===== config.mk =====
export PLATFORM = sky130hd
export DESIGN_NAME = cfe_queue
export DESIGN_NICKNAME = d
export VERILOG_FILES = /design/src/rtl/cfe_pkg.sv /design/src/rtl/cfe_queue.sv
export SDC_FILE = /design/constraint.sdc
export NUM_CORES = 1
export LEC_CHECK = 0
export ABC_AREA = 1
export BUFFER_PORTS_ARGS = -buffer_cell sky130_fd_sc_hd__buf_2
export CAP_MARGIN = 40
export CORE_UTILIZATION = 55
export CTS_CLUSTER_DIAMETER = 50
export CTS_CLUSTER_SIZE = 20
export DETAILED_ROUTE_END_ITERATION = 16
export HOLD_SLACK_MARGIN = 0.15
export PLACE_DENSITY = 0.83
export SYNTH_ARGS = -nofsm -noshare
export SYNTH_HDL_FRONTEND = slang
export SYNTH_SLANG_ARGS = --single-unit

===== constraint.sdc =====
create_clock -name clk -period 5.4 [get_ports clk]
set_clock_uncertainty 0.05 [all_clocks]
set_input_delay 0.27 -clock clk [delete_from_list [all_inputs] [get_ports clk]]
set_output_delay 0.27 -clock clk [all_outputs]
set_load 0.005 [all_outputs]

===== src/rtl/cfe_pkg.sv =====
// shared constants, types and helper functions of the cuckoo filter engine
package cfe_pkg;

	localparam int BUCKETS  = 4096;
	localparam int BKT_W    = 12;
	localparam int NESTS    = 4;
	localparam int NEST_W   = 2;
	localparam int FP_W     = 16;
	localparam int ROW_W    = NESTS * FP_W;
	localparam int KEY_W    = 64;
	localparam int CNT_W    = 15;
	localparam int KICK_W   = 10;
	localparam int SEED_W   = 32;
	localparam int LOG_W    = 4;
	localparam int MODE_W   = 2;
	localparam int STAT_W   = 2;
	localparam int SALT_W   = 10;
	localparam int CFG_IDX_W = 2;
	localparam int CFG_W    = 32;
	localparam int OUT_W    = 40;
	localparam int QDEPTH   = 2;
	localparam int Q_PTR_W  = 1;
	localparam int Q_CNT_W  = 2;

	// request modes
	localparam logic [MODE_W-1:0] MODE_LOOKUP = 2'd0;
	localparam logic [MODE_W-1:0] MODE_INSERT = 2'd1;
	localparam logic [MODE_W-1:0] MODE_REMOVE = 2'd2;

	// result status codes
	localparam logic [STAT_W-1:0] ST_OK   = 2'd0;
	localparam logic [STAT_W-1:0] ST_MISS = 2'd1;
	localparam logic [STAT_W-1:0] ST_FULL = 2'd2;

	// configuration register indexes
	localparam logic [CFG_IDX_W-1:0] REG_LOG   = 2'd0;
	localparam logic [CFG_IDX_W-1:0] REG_KICKS = 2'd1;
	localparam logic [CFG_IDX_W-1:0] REG_SEED  = 2'd2;

	localparam logic [SALT_W-1:0] FP_SALT  = 10'd1000;
	localparam logic [SALT_W-1:0] ALT_SALT = 10'd900;

	// murmur3 x86_32 constants
	localparam logic [31:0] MM_C1 = 32'hcc9e2d51;
	localparam logic [31:0] MM_C2 = 32'h1b873593;
	localparam logic [31:0] MM_E  = 32'he6546b64;
	localparam logic [31:0] MM_F1 = 32'h85ebca6b;
	localparam logic [31:0] MM_F2 = 32'hc2b2ae35;

	localparam logic [31:0] LFSR_TAPS = 32'h80200003;

	typedef struct packed {
		logic [MODE_W-1:0] mode;
		logic [FP_W-1:0]   fp;
		logic [BKT_W-1:0]  h1;
		logic [BKT_W-1:0]  h2;
	} req_t;

	typedef struct packed {
		logic              start;
		logic              len8;
		logic [SEED_W-1:0] seed;
		logic [KEY_W-1:0]  data;
	} hash_req_t;

	typedef struct packed {
		logic        done;
		logic [31:0] value;
	} hash_rsp_t;

	// bucket index mask, saturated at the table size
	function automatic logic [BKT_W-1:0] bkt_mask(input logic [LOG_W-1:0] lg);
		logic [BKT_W:0] one_hot;
		one_hot = (BKT_W+1)'(1) << lg;
		if (lg >= LOG_W'(BKT_W))
			return '1;
		return BKT_W'(one_hot - 1'b1);
	endfunction

	// (a + n*b) mod bucket count, only the low bits matter
	function automatic logic [BKT_W-1:0] salt_mod(input logic [BKT_W-1:0] a,
		input logic [BKT_W-1:0] b, input logic [SALT_W-1:0] n,
		input logic [BKT_W-1:0] mask);
		logic [BKT_W-1:0] p;
		p = b * BKT_W'(n);
		return (a + p) & mask;
	endfunction

	// one galois lfsr step
	function automatic logic [31:0] lfsr_next(input logic [31:0] x);
		logic [31:0] r;
		r = x >> 1;
		if (x[0])
			r = r ^ LFSR_TAPS;
		return r;
	endfunction

endpackage


===== src/rtl/cfe_queue.sv =====
// small request queue between the hashing front and the table back
module cfe_queue import cfe_pkg::*; (
	input  logic clk,
	input  logic arst_n,
	input  logic push,
	input  req_t wdata,
	output logic full,
	input  logic pop,
	output req_t rdata,
	output logic empty
);

	req_t               slot_q [QDEPTH];
	logic [Q_PTR_W-1:0] wp_q, rp_q;
	logic [Q_CNT_W-1:0] cnt_q;

	assign full  = (cnt_q == Q_CNT_W'(QDEPTH));
	assign empty = (cnt_q == '0);
	assign rdata = slot_q[rp_q];

	// pointers and fill level
	always_ff @(posedge clk or negedge arst_n) begin
		if (!arst_n) begin
			wp_q  <= '0;
			rp_q  <= '0;
			cnt_q <= '0;
		end else begin
			if (push)
				wp_q <= wp_q + 1'b1;
			if (pop)
				rp_q <= rp_q + 1'b1;
			if (push && !pop)
				cnt_q <= cnt_q + 1'b1;
			else if (pop && !push)
				cnt_q <= cnt_q - 1'b1;
		end
	end

	// storage
	always_ff @(posedge clk) begin
		if (push)
			slot_q[wp_q] <= wdata;
	end

endmodule


==> flow_summary.json <==
{
  "outcome": "completed",
  "combPwrFrac_pct": 29.2,
  "place_hpwl_mm": 3.372,
  "vdd_drop_max_mv": 0.3123,
  "power.total_mw": 2.121,
  "slew_violations": 0,
  "crit_arrival_ns": 2.13,
  "areaGrowthSynthToFinish_pct": 33.72,
  "grt_max_degree": 43,
  "root_buffer": "clkbuf_8",
  "final_common_cell": "buf_2",
  "max_freq_mhz": 408.9,
  "nFillCells": 338,
  "n_antenna_cell": 0,
  "cts_inserted_buffers": 9,
  "cp-end-kind": "output port",
  "post-route-util_pct": 76.78,
  "wl_per_cell_um": 15.26,
  "hold_class": "in2async",
  "nNetsFinal": 346,
  "use_met2_pct": 31.43,
  "fin_tns_setup_ns": 0,
  "grt_use_total_pct": 18.51,
  "p_sw_mw": 0.5416,
  "drt_wl_total_mm": 5.782,
  "dr.first_iter.drc_count": 60,
  "clock_latency_ns": 0.34,
  "tightest_slew_ns": 0.5785,
  "yosys.area_share.simple_pct": 1.200,
  "ys_seq_elements": 88,
  "power_frac_clock_pct": 24.3,
  "power.internal_mw": 1.580,
  "drtPass1Iterations": 6,
  "start_util_pct": 57.41,
  "pwr-share-seq_pct": 46.5,
  "max_slew_margin_pct": 61.43,
  "ant_nets": 0,
  "grt_pass1_wl_mm": 8.424,
  "io_buffer_count": 89,
  "num_rows": 28,
  "setup_ws_ns": 2.955,
  "r2r_setup_slack_ns": 3.82,
  "worst_setup_path_start_kind": "flip-flop",
  "grt.met1_usage_pct": 21.48,
  "tritoncts": "built",
  "io_pins": 90,
  "hold_violations": 0,
  "synth_top_family_by_area": "multiplexers",
  "top_usage_layer": "met2",
  "p_sw_share_pct": 25.54,
  "powerDensity_nw_per_um2": 461.2,
  "core_um2": 5991,
  "synth_mux_area_share_pct": 18.01,
  "syn_area_um2": 3440,
  "place_ws_ns": 3.286,
  "rsz0062_at_grt": "no",
  "syn_nets": 203,
  "worst-path-max-fanout": 25,
  "clock-sinks": 88,
  "synthXorXnorAreaFrac_pct": 0.7639,
  "yosysSeqAreaShare_pct": 76.25,
  "fin_crit_ns": 2.445,
  "final_cell_mix": "buf_2, edfxtp_1, dlygate4sd3_1",
  "drv_cap": 0,
  "fp.dieW_um": 81.08,
  "gp_congestion": 0.7951,
  "finalCritPeriodShare_pct": 45.29,
  "synth_warnings": 0,
  "synth_compound_area_share_pct": 0,
  "die_h_um": 81.08,
  "cts_resized": 0,
  "antenna_found_initial": 0,
  "path_clk_slew_ns": 0.07,
  "grt_pass1_vias": 1892,
  "postSynthAreaPerCell_um2": 22.05,
  "drc_errors": 0,
  "leakagePower_nw": 1.909,
  "synthDistinctLibCells": 14,
  "clockBufferDepth": 2,
  "met3_usage_pct": 4.719,
  "routed_via_density": 4.786,
  "h-tree-depth": 3,
  "final_layout_size_suffix_gt1_share_pct": 49.01,
  "critical_path_class": "reg2out",
  "overflow": 0,
  "worstPathRequired_ns": 5.08,
  "route.vias.total": 1814,
  "setup_viol": 0,
  "die-area_um2": 6574,
  "synthAdderAreaFrac_pct": 0.3638,
  "syn-instance-count": 156
}
[layer usage]
metal | vias to the layer above | routed length, um
met2 | 75 | 2929
met4 | 0 | 116
met3 | 12 | 349
met5 | - | 0
met1 | 851 | 2386
li1 | 876 | -
[path summary, 6_finish.rpt]
kind                       cells past startpoint        end     start
min reg2reg                                    2   cnt_q[1]  cnt_q[1]
max                                            3  rdata[21]      rp_q
min in group clk                               2   cnt_q[1]  cnt_q[1]
min                                            2   cnt_q[1]    arst_n
max reg2reg                                    2       rp_q      rp_q
max in group asynchronous                      2       rp_q    arst_n
[worst max-delay path: stages, from the launching register on]
cell and delay (ns):
dfrtp_2 0.74, buf_4 0.51, mux2_2 0.39, buf_2 0.12
[registers in the layout, indices dropped and copies added (netlist names)]
signal	cells
cnt_q	2
rp_q	1
slot_q	84
wp_q	1
[cell usage after synthesis]
master,n,area share (%)
edfxtp_1,84,73
mux2_4,39,17
inv_1,7,0.76
nand2_1,5,0.55
buf_12,4,2.3
dfrtp_1,4,2.9
mux2_2,3,0.98
nor2_1,3,0.33
xor2_1,2,0.51
buf_6,1,0.33
ha_1,1,0.36
nand3_1,1,0.15
nand4_1,1,0.18
xnor2_1,1,0.25
[power groups by stage]
stage          clock network, mW  registers (mW)  logic, mW
2_1_floorplan                  0           0.957      0.484
3_3_place_gp                   0           0.995      0.589
3_5_place_dp                   0            1.00      0.595
4_1_cts                    0.528           0.990      0.623
5_1_grt                    0.549            1.00      0.671
6_report                   0.516           0.987      0.619
[cells by family after synthesis]
kind of cell               count (synthesis)
adders and majority gates                  1
DFF                                       88
xor gates and xnor gates                   3
buffers and inverters                     12
and+or+nand+nor                           10
muxes                                     42
[metrics by stage]
step	hold WS, ns	area [um^2]	std cells
finish	0.2373	4599	379
global route	0.2388	4599	379
CTS	0.1906	4599	379
detailed placement	0.03297	3919	318
global placement	0.03326	3919	318
floorplan	-0.07559	3440	156
[repair_timing]
action                    in CTS  in global routing
setup buffers                  0                  0
hold endpoints to repair      90                  0
hold buffers                  45                  0
[cell type report]
type	count	area [um^2]	area share (%)
Clock buffer	12	135.1	2.938
Multi-Input combinational cell	56	706.9	15.37
Inverter	7	26.28	0.5713
Clock inverter	4	95.09	2.067
Sequential cell	88	2624	57.05
Tap cell	75	93.84	2.040
Timing Repair Buffer	137	918.4	19.97
Note: power is estimated with default switching activity, not from simulation.
