### config.mk
export PLATFORM = sky130hd
export DESIGN_NAME = cfe_front
export DESIGN_NICKNAME = d
export VERILOG_FILES = /design/src/rtl/cfe_pkg.sv /design/src/rtl/cfe_murmur.sv /design/src/rtl/cfe_front.sv
export SDC_FILE = /design/constraint.sdc
export NUM_CORES = 2
export LEC_CHECK = 0
export BUFFER_PORTS_ARGS = -buffer_cell sky130_fd_sc_hd__buf_2
export CORE_ASPECT_RATIO = 1.2
export CORE_MARGIN = 10
export CORE_UTILIZATION = 25
export CTS_CLUSTER_DIAMETER = 80
export CTS_CLUSTER_SIZE = 28
export DETAILED_ROUTE_END_ITERATION = 8
export GPL_TIMING_DRIVEN = 0
export SETUP_SLACK_MARGIN = 0.15
export SYNTH_ARGS = -nofsm -noshare
export SYNTH_HDL_FRONTEND = slang
export SYNTH_HIERARCHICAL = 1
export SYNTH_SLANG_ARGS = --single-unit
export TNS_END_PERCENT = 1
### constraint.sdc
create_clock -name clk -period 17.6 [get_ports clk]
set_input_delay 0.88 -clock clk [delete_from_list [all_inputs] [get_ports clk]]
set_output_delay 0.88 -clock clk [all_outputs]
set_load 0.05 [all_outputs]
### src/rtl/cfe_pkg.sv
// shared constants, types and helper functions of the cuckoo filter engine
package cfe_pkg;

	localparam int BUCKETS  = 4096;
	localparam int BKT_W    = 12;
	localparam int NESTS    = 4;
	localparam int NEST_W   = 2;
	localparam int FP_W     = 16;
	localparam int ROW_W    = NESTS * FP_W;
	localparam int KEY_W    = 64;
	localparam int CNT_W    = 15;
	localparam int KICK_W   = 10;
	localparam int SEED_W   = 32;
	localparam int LOG_W    = 4;
	localparam int MODE_W   = 2;
	localparam int STAT_W   = 2;
	localparam int SALT_W   = 10;
	localparam int CFG_IDX_W = 2;
	localparam int CFG_W    = 32;
	localparam int OUT_W    = 40;
	localparam int QDEPTH   = 2;
	localparam int Q_PTR_W  = 1;
	localparam int Q_CNT_W  = 2;

	// request modes
	localparam logic [MODE_W-1:0] MODE_LOOKUP = 2'd0;
	localparam logic [MODE_W-1:0] MODE_INSERT = 2'd1;
	localparam logic [MODE_W-1:0] MODE_REMOVE = 2'd2;

	// result status codes
	localparam logic [STAT_W-1:0] ST_OK   = 2'd0;
	localparam logic [STAT_W-1:0] ST_MISS = 2'd1;
	localparam logic [STAT_W-1:0] ST_FULL = 2'd2;

	// configuration register indexes
	localparam logic [CFG_IDX_W-1:0] REG_LOG   = 2'd0;
	localparam logic [CFG_IDX_W-1:0] REG_KICKS = 2'd1;
	localparam logic [CFG_IDX_W-1:0] REG_SEED  = 2'd2;

	localparam logic [SALT_W-1:0] FP_SALT  = 10'd1000;
	localparam logic [SALT_W-1:0] ALT_SALT = 10'd900;

	// murmur3 x86_32 constants
	localparam logic [31:0] MM_C1 = 32'hcc9e2d51;
	localparam logic [31:0] MM_C2 = 32'h1b873593;
	localparam logic [31:0] MM_E  = 32'he6546b64;
	localparam logic [31:0] MM_F1 = 32'h85ebca6b;
	localparam logic [31:0] MM_F2 = 32'hc2b2ae35;

	localparam logic [31:0] LFSR_TAPS = 32'h80200003;

	typedef struct packed {
		logic [MODE_W-1:0] mode;
		logic [FP_W-1:0]   fp;
		logic [BKT_W-1:0]  h1;
		logic [BKT_W-1:0]  h2;
	} req_t;

	typedef struct packed {
		logic              start;
		logic              len8;
		logic [SEED_W-1:0] seed;
		logic [KEY_W-1:0]  data;
	} hash_req_t;

	typedef struct packed {
		logic        done;
		logic [31:0] value;
	} hash_rsp_t;

	// bucket index mask, saturated at the table size
	function automatic logic [BKT_W-1:0] bkt_mask(input logic [LOG_W-1:0] lg);
		logic [BKT_W:0] one_hot;
		one_hot = (BKT_W+1)'(1) << lg;
		if (lg >= LOG_W'(BKT_W))
			return '1;
		return BKT_W'(one_hot - 1'b1);
	endfunction

	// (a + n*b) mod bucket count, only the low bits matter
	function automatic logic [BKT_W-1:0] salt_mod(input logic [BKT_W-1:0] a,
		input logic [BKT_W-1:0] b, input logic [SALT_W-1:0] n,
		input logic [BKT_W-1:0] mask);
		logic [BKT_W-1:0] p;
		p = b * BKT_W'(n);
		return (a + p) & mask;
	endfunction

	// one galois lfsr step
	function automatic logic [31:0] lfsr_next(input logic [31:0] x);
		logic [31:0] r;
		r = x >> 1;
		if (x[0])
			r = r ^ LFSR_TAPS;
		return r;
	endfunction

endpackage

### src/rtl/cfe_murmur.sv
// multi-cycle murmur3 x86_32 unit for 4- or 8-byte data, one multiply per cycle
module cfe_murmur import cfe_pkg::*; (
	input  logic      clk,
	input  logic      arst_n,
	input  hash_req_t req,
	output hash_rsp_t rsp
);

	localparam logic [2:0] S_BLK0B = 3'd1;
	localparam logic [2:0] S_BLK1A = 3'd2;
	localparam logic [2:0] S_BLK1B = 3'd3;
	localparam logic [2:0] S_FIN1  = 3'd4;
	localparam logic [2:0] S_FIN2  = 3'd5;
	localparam logic [2:0] S_OUT   = 3'd6;

	logic [2:0]  step_q;
	logic        busy_q;
	logic [31:0] h_q, k_q, b1_q;
	logic        len8_q;
	logic [31:0] fin_a, fin_b, fin2;

	function automatic logic [31:0] rotl15(input logic [31:0] x);
		return {x[16:0], x[31:17]};
	endfunction

	// block mix: h = rotl13(h ^ k) * 5 + e
	function automatic logic [31:0] mix(input logic [31:0] h, input logic [31:0] k);
		logic [31:0] t;
		t = h ^ k;
		t = {t[18:0], t[31:19]};
		return (t << 2) + t + MM_E;
	endfunction

	// finalization operands
	always_comb begin
		fin_a = mix(h_q, k_q) ^ (len8_q ? 32'd8 : 32'd4);
		fin_b = fin_a ^ (fin_a >> 16);
		fin2  = h_q ^ (h_q >> 13);
	end

	assign rsp.done  = busy_q && (step_q == S_OUT);
	assign rsp.value = h_q ^ (h_q >> 16);

	// step sequencing
	always_ff @(posedge clk or negedge arst_n) begin
		if (!arst_n) begin
			busy_q <= 1'b0;
			step_q <= S_BLK0B;
		end else if (req.start) begin
			busy_q <= 1'b1;
			step_q <= S_BLK0B;
		end else if (busy_q) begin
			unique case (step_q)
				S_BLK0B: step_q <= len8_q ? S_BLK1A : S_FIN1;
				S_BLK1A: step_q <= S_BLK1B;
				S_BLK1B: step_q <= S_FIN1;
				S_FIN1:  step_q <= S_FIN2;
				S_FIN2:  step_q <= S_OUT;
				default: busy_q <= 1'b0;
			endcase
		end
	end

	// datapath
	always_ff @(posedge clk) begin
		if (req.start) begin
			h_q    <= req.seed;
			k_q    <= req.data[31:0] * MM_C1;
			b1_q   <= req.data[63:32];
			len8_q <= req.len8;
		end else if (busy_q) begin
			unique case (step_q)
				S_BLK0B: k_q <= rotl15(k_q) * MM_C2;
				S_BLK1A: begin
					h_q <= mix(h_q, k_q);
					k_q <= b1_q * MM_C1;
				end
				S_BLK1B: k_q <= rotl15(k_q) * MM_C2;
				S_FIN1:  h_q <= fin_b * MM_F1;
				S_FIN2:  h_q <= fin2 * MM_F2;
				default: ;
			endcase
		end
	end

endmodule

### src/rtl/cfe_front.sv
// front: takes requests, derives fingerprint and both candidate buckets
module cfe_front import cfe_pkg::*; (
	input  logic              clk,
	input  logic              arst_n,
	input  logic              enable,
	input  logic              s_tvalid,
	output logic              s_tready,
	input  logic [KEY_W-1:0]  s_tdata,
	input  logic [MODE_W-1:0] s_tuser,
	input  logic [SEED_W-1:0] seed,
	input  logic [BKT_W-1:0]  mask,
	output logic              q_push,
	output req_t              q_data,
	input  logic              q_full
);

	localparam logic [2:0] F_IDLE = 3'd0;
	localparam logic [2:0] F_M1   = 3'd1;
	localparam logic [2:0] F_M2   = 3'd2;
	localparam logic [2:0] F_A1   = 3'd3;
	localparam logic [2:0] F_A2   = 3'd4;
	localparam logic [2:0] F_PUSH = 3'd5;

	logic [2:0]        st_q;
	logic [MODE_W-1:0] mode_q;
	logic [KEY_W-1:0]  key_q;
	logic [FP_W-1:0]   fp_q, fp_new;
	logic [BKT_W-1:0]  h1_q, h2_q, a1_q, m1_q;
	hash_req_t         hreq;
	hash_rsp_t         hrsp;
	logic              accept;

	cfe_murmur u_hash (
		.clk    (clk),
		.arst_n (arst_n),
		.req    (hreq),
		.rsp    (hrsp)
	);

	assign s_tready = (st_q == F_IDLE) && enable;
	assign accept   = s_tvalid && s_tready;
	assign q_push   = (st_q == F_PUSH) && !q_full;
	assign q_data   = '{mode: mode_q, fp: fp_q, h1: h1_q, h2: h2_q};

	// fingerprint from both key hashes, zero forced to one
	always_comb begin
		fp_new = FP_W'(salt_mod(m1_q, hrsp.value[BKT_W-1:0], FP_SALT, mask));
		if (fp_new == '0)
			fp_new = FP_W'(1);
	end

	// hash request selection per step
	always_comb begin
		hreq.start = 1'b0;
		hreq.len8  = 1'b1;
		hreq.seed  = seed;
		hreq.data  = key_q;
		unique case (st_q)
			F_IDLE: begin
				hreq.start = accept;
				hreq.data  = s_tdata;
			end
			F_M1: begin
				hreq.start = hrsp.done;
				hreq.seed  = hrsp.value;
			end
			F_M2: begin
				hreq.start = hrsp.done;
				hreq.len8  = 1'b0;
				hreq.data  = {{(KEY_W-FP_W){1'b0}}, fp_new};
			end
			F_A1: begin
				hreq.start = hrsp.done;
				hreq.len8  = 1'b0;
				hreq.seed  = hrsp.value;
				hreq.data  = {{(KEY_W-FP_W){1'b0}}, fp_q};
			end
			default: ;
		endcase
	end

	// sequencer
	always_ff @(posedge clk or negedge arst_n) begin
		if (!arst_n) begin
			st_q <= F_IDLE;
		end else begin
			unique case (st_q)
				F_IDLE: if (accept) st_q <= F_M1;
				F_M1:   if (hrsp.done) st_q <= F_M2;
				F_M2:   if (hrsp.done) st_q <= F_A1;
				F_A1:   if (hrsp.done) st_q <= F_A2;
				F_A2:   if (hrsp.done) st_q <= F_PUSH;
				F_PUSH: if (!q_full) st_q <= F_IDLE;
				default: st_q <= F_IDLE;
			endcase
		end
	end

	// request payload
	always_ff @(posedge clk) begin
		if (accept) begin
			mode_q <= s_tuser;
			key_q  <= s_tdata;
		end
		if (st_q == F_M1 && hrsp.done) begin
			m1_q <= hrsp.value[BKT_W-1:0];
			h1_q <= hrsp.value[BKT_W-1:0] & mask;
		end
		if (st_q == F_M2 && hrsp.done)
			fp_q <= fp_new;
		if (st_q == F_A1 && hrsp.done)
			a1_q <= hrsp.value[BKT_W-1:0];
		if (st_q == F_A2 && hrsp.done)
			h2_q <= (h1_q ^ salt_mod(a1_q, hrsp.value[BKT_W-1:0], ALT_SALT, mask)) & mask;
	end

endmodule

==> impl_metrics.yaml <==
floorplan:
  die_area_um2: 241000
  start_util_pct: 25.1
  die_y_um: 536
  rows: 189
  io_pins: 159
  fp.dieW_um: 450
  core_um2: 221000
logic_synthesis:
  synth_edf_count: 223
  syn_area_um2: 55400
  synth_cells: 5416
  ys_seq_area_share_pct: 12.4
  async_flop_share_pct: 3.04
  postSynthAreaPerCell_um2: 10.2
  ys_warn_count: 6
  ys_ff_latch: 230
  ys_types: 92
  synth_ff_type: "edfxtp_1"
worst_setup_path:
  required_ns: 17.92
  arrival_ns: 13.61
  crit_top_cell: "fa_1"
  rrSetupSlack_ns: 4.31
  r2r-start: "u_hash/k_q[19]"
  r2r_cells: 39
  startpoint_type: "register"
  r2r-end: "u_hash/h_q[31]"
  crit_start: "u_hash/k_q[19]"
  crit_slowest_cell: "xor2_1"
  timing_worst_setup_path_type: "reg -> reg"
  slowest_delay_ns: 1.13
  end_kind: "register"
  worstPathMaxFanout: 9
routing:
  dr.first_iter.drc_count: 2125
  avgRoutedWirePerCell_um: 19.4
  first_pass_iters: 5
  via_per_inst: 4.41
  drc_errors: 0
  vias: 37800
  drt-total-wl_um: 167000
  antenna_left: 0
timing:
  tns_ns: 0
  rsz0062_at_grt: "false"
  max_slew_margin_pct: 2.85
  max_freq_mhz: 75.3
  setup_violations: 0
  worst-slew-pin-transition_ns: 1.45
  min_period_ns: 13.29
  clock_skew_ns: 0.0275
  hold_viol_final: 0
  finalMaxSlewViolations: 0
  fin_crit_sh_pct: 75.5
  hold_slack_ns: 0.236
  setup_ws_ns: 4.31
cells_and_area:
  fin_area_um2: 60800
  area_growth_pct: 9.67
  num-nets-final: 7691
  drive_gt1_share_pct: 5.18
  regArea_um2: 6870
  multi_input_area_um2: 42500
  fillers: 23300
status:
  status: "finished, final reports clean"
global_route:
  grt_pass1_wl_um: 256000
  antenna_found_initial: 15
  grt_pass1_vias: 41800
  track_usage_pct: 13.7
  grt_overflow: 0
  grt_max_degree: 67
cts:
  cts.sinks: 230
  post_cts_buffers: 0
  clockRootBuffer: "clkbuf_16"
  cts_tree: "done"
  cts_buffers: 14
  cts_max_level: 1
  clk-insertion-delay-late_ns: 0.55
  postCtsHoldBufs: 0
  clock_path_buffers: 3
  clk_pin_slew_ns: 0.12
  cts-resized-gates: 0
placement:
  hpwl_um: 145000
  pre_cts_slack_ns: 3.95
  placed_area_um2: 60300
  port-buffer-count: 154
  place_congestion: 0.957
flow_run:
  drv_cap: 0
hold_path:
  hold_class: "in -> async"
## cell type report
class,instances,area share [%]
clock buffer,15,0.617
inverter,1544,9.54
sequential,230,11.3
buffer,81,0.747
tap,2960,6.09
clock inverter,7,0.191
timing repair buffer,172,1.59
antenna,2,0.00823
multi-input combinational,3564,69.9
## state kept, by name, indices dropped and copies added, names as in the netlist, 2 cells and up
signal and count:
a1_q 12, u_hash/k_q 32, u_hash/h_q 32, key_q 64, u_hash/b1_q 32, h1_q 12
fp_q 12, u_hash/step_q 3, st_q 3, h2_q 12, m1_q 12, mode_q 2
## Yosys cell counts (13+ instances only)
master	count	area [um^2]
xnor2_1	290	2540
a211oi_1	33	248
a21oi_1	160	801
o21bai_1	22	165
mux2i_1	13	130
nand2b_1	28	175
nand3_1	28	140
a21o_1	70	526
edfxtp_1	223	6700
o21ai_0	129	646
nand2_1	149	559
fa_1	906	18100
mux2_1	28	315
nor2b_1	28	175
a31oi_1	15	93.8
inv_1	1541	5780
xor2_1	127	1110
a22o_1	54	473
clkbuf_1	49	184
buf_4	20	150
and2_1	31	194
and3_1	16	100
ha_1	1063	13300
o21a_1	24	180
o211ai_1	14	105
nor3_1	31	155
nor2_1	130	488
## kinds of logic after synthesis
family	share of synthesized area, %
other cells	0.00677
buf+inv	11.3
simple gates	4.08
fa+ha+maj	56.7
compound gates	7.70
xor+xnor	6.96
flops	12.4
mux	0.864
## layout by cell type (no fill, tap or decap), types with 33 or more instances in the layout
cell,Yosys,final
a21o_1,70,70
o21ai_0,129,129
inv_1,1541,1540
xor2_1,127,123
a22o_1,54,54
fa_1,906,906
clkbuf_1,49,49
ha_1,1063,1063
edfxtp_1,223,223
nand2_1,149,147
nor2_1,130,130
a211oi_1,33,33
a21oi_1,160,159
xnor2_1,290,282
buf_2,0,156
## worst max-delay path by stage
stage                          end  slack, ns
floorplan           u_hash/k_q[31]       6.20
global placement    u_hash/k_q[30]       3.44
detailed placement  u_hash/k_q[30]       3.95
CTS                 u_hash/k_q[30]       3.93
global route        u_hash/k_q[30]       3.61
finish              u_hash/h_q[31]       4.31
## worst max-delay path, delay by kind of cell (launching register included)
| kind | cells | cell delay [ns] |
|---|---|---|
| adder cells (fa/ha/maj) | 12 | 5.10 |
| XOR/XNOR | 5 | 3.00 |
| AO/OA/AOI/OAI | 9 | 2.15 |
| AND/OR/NAND/NOR | 7 | 1.53 |
| flip-flops | 1 | 0.93 |
| buffers and inverters | 6 | 0.35 |
## per-stage QoR
stage,std cells,util (%)
final,8575,27.5
after global placement,8533,27.1
after CTS,8571,27.5
after detailed placement,8549,27.3
after global routing,8574,27.5
after floorplan,5419,-
## routing by layer
layer	GRT usage, %	wire [um]	vias up
met5	0	133	-
met4	6.68	9820	20
met3	1.72	7960	326
met2	24.4	82200	980
met1	16.4	66500	19000
li1	-	-	17500
Power is left out: the tool's default activity adds up to more than one toggle a clock period on the data nets, which glitch-free logic cannot reach.
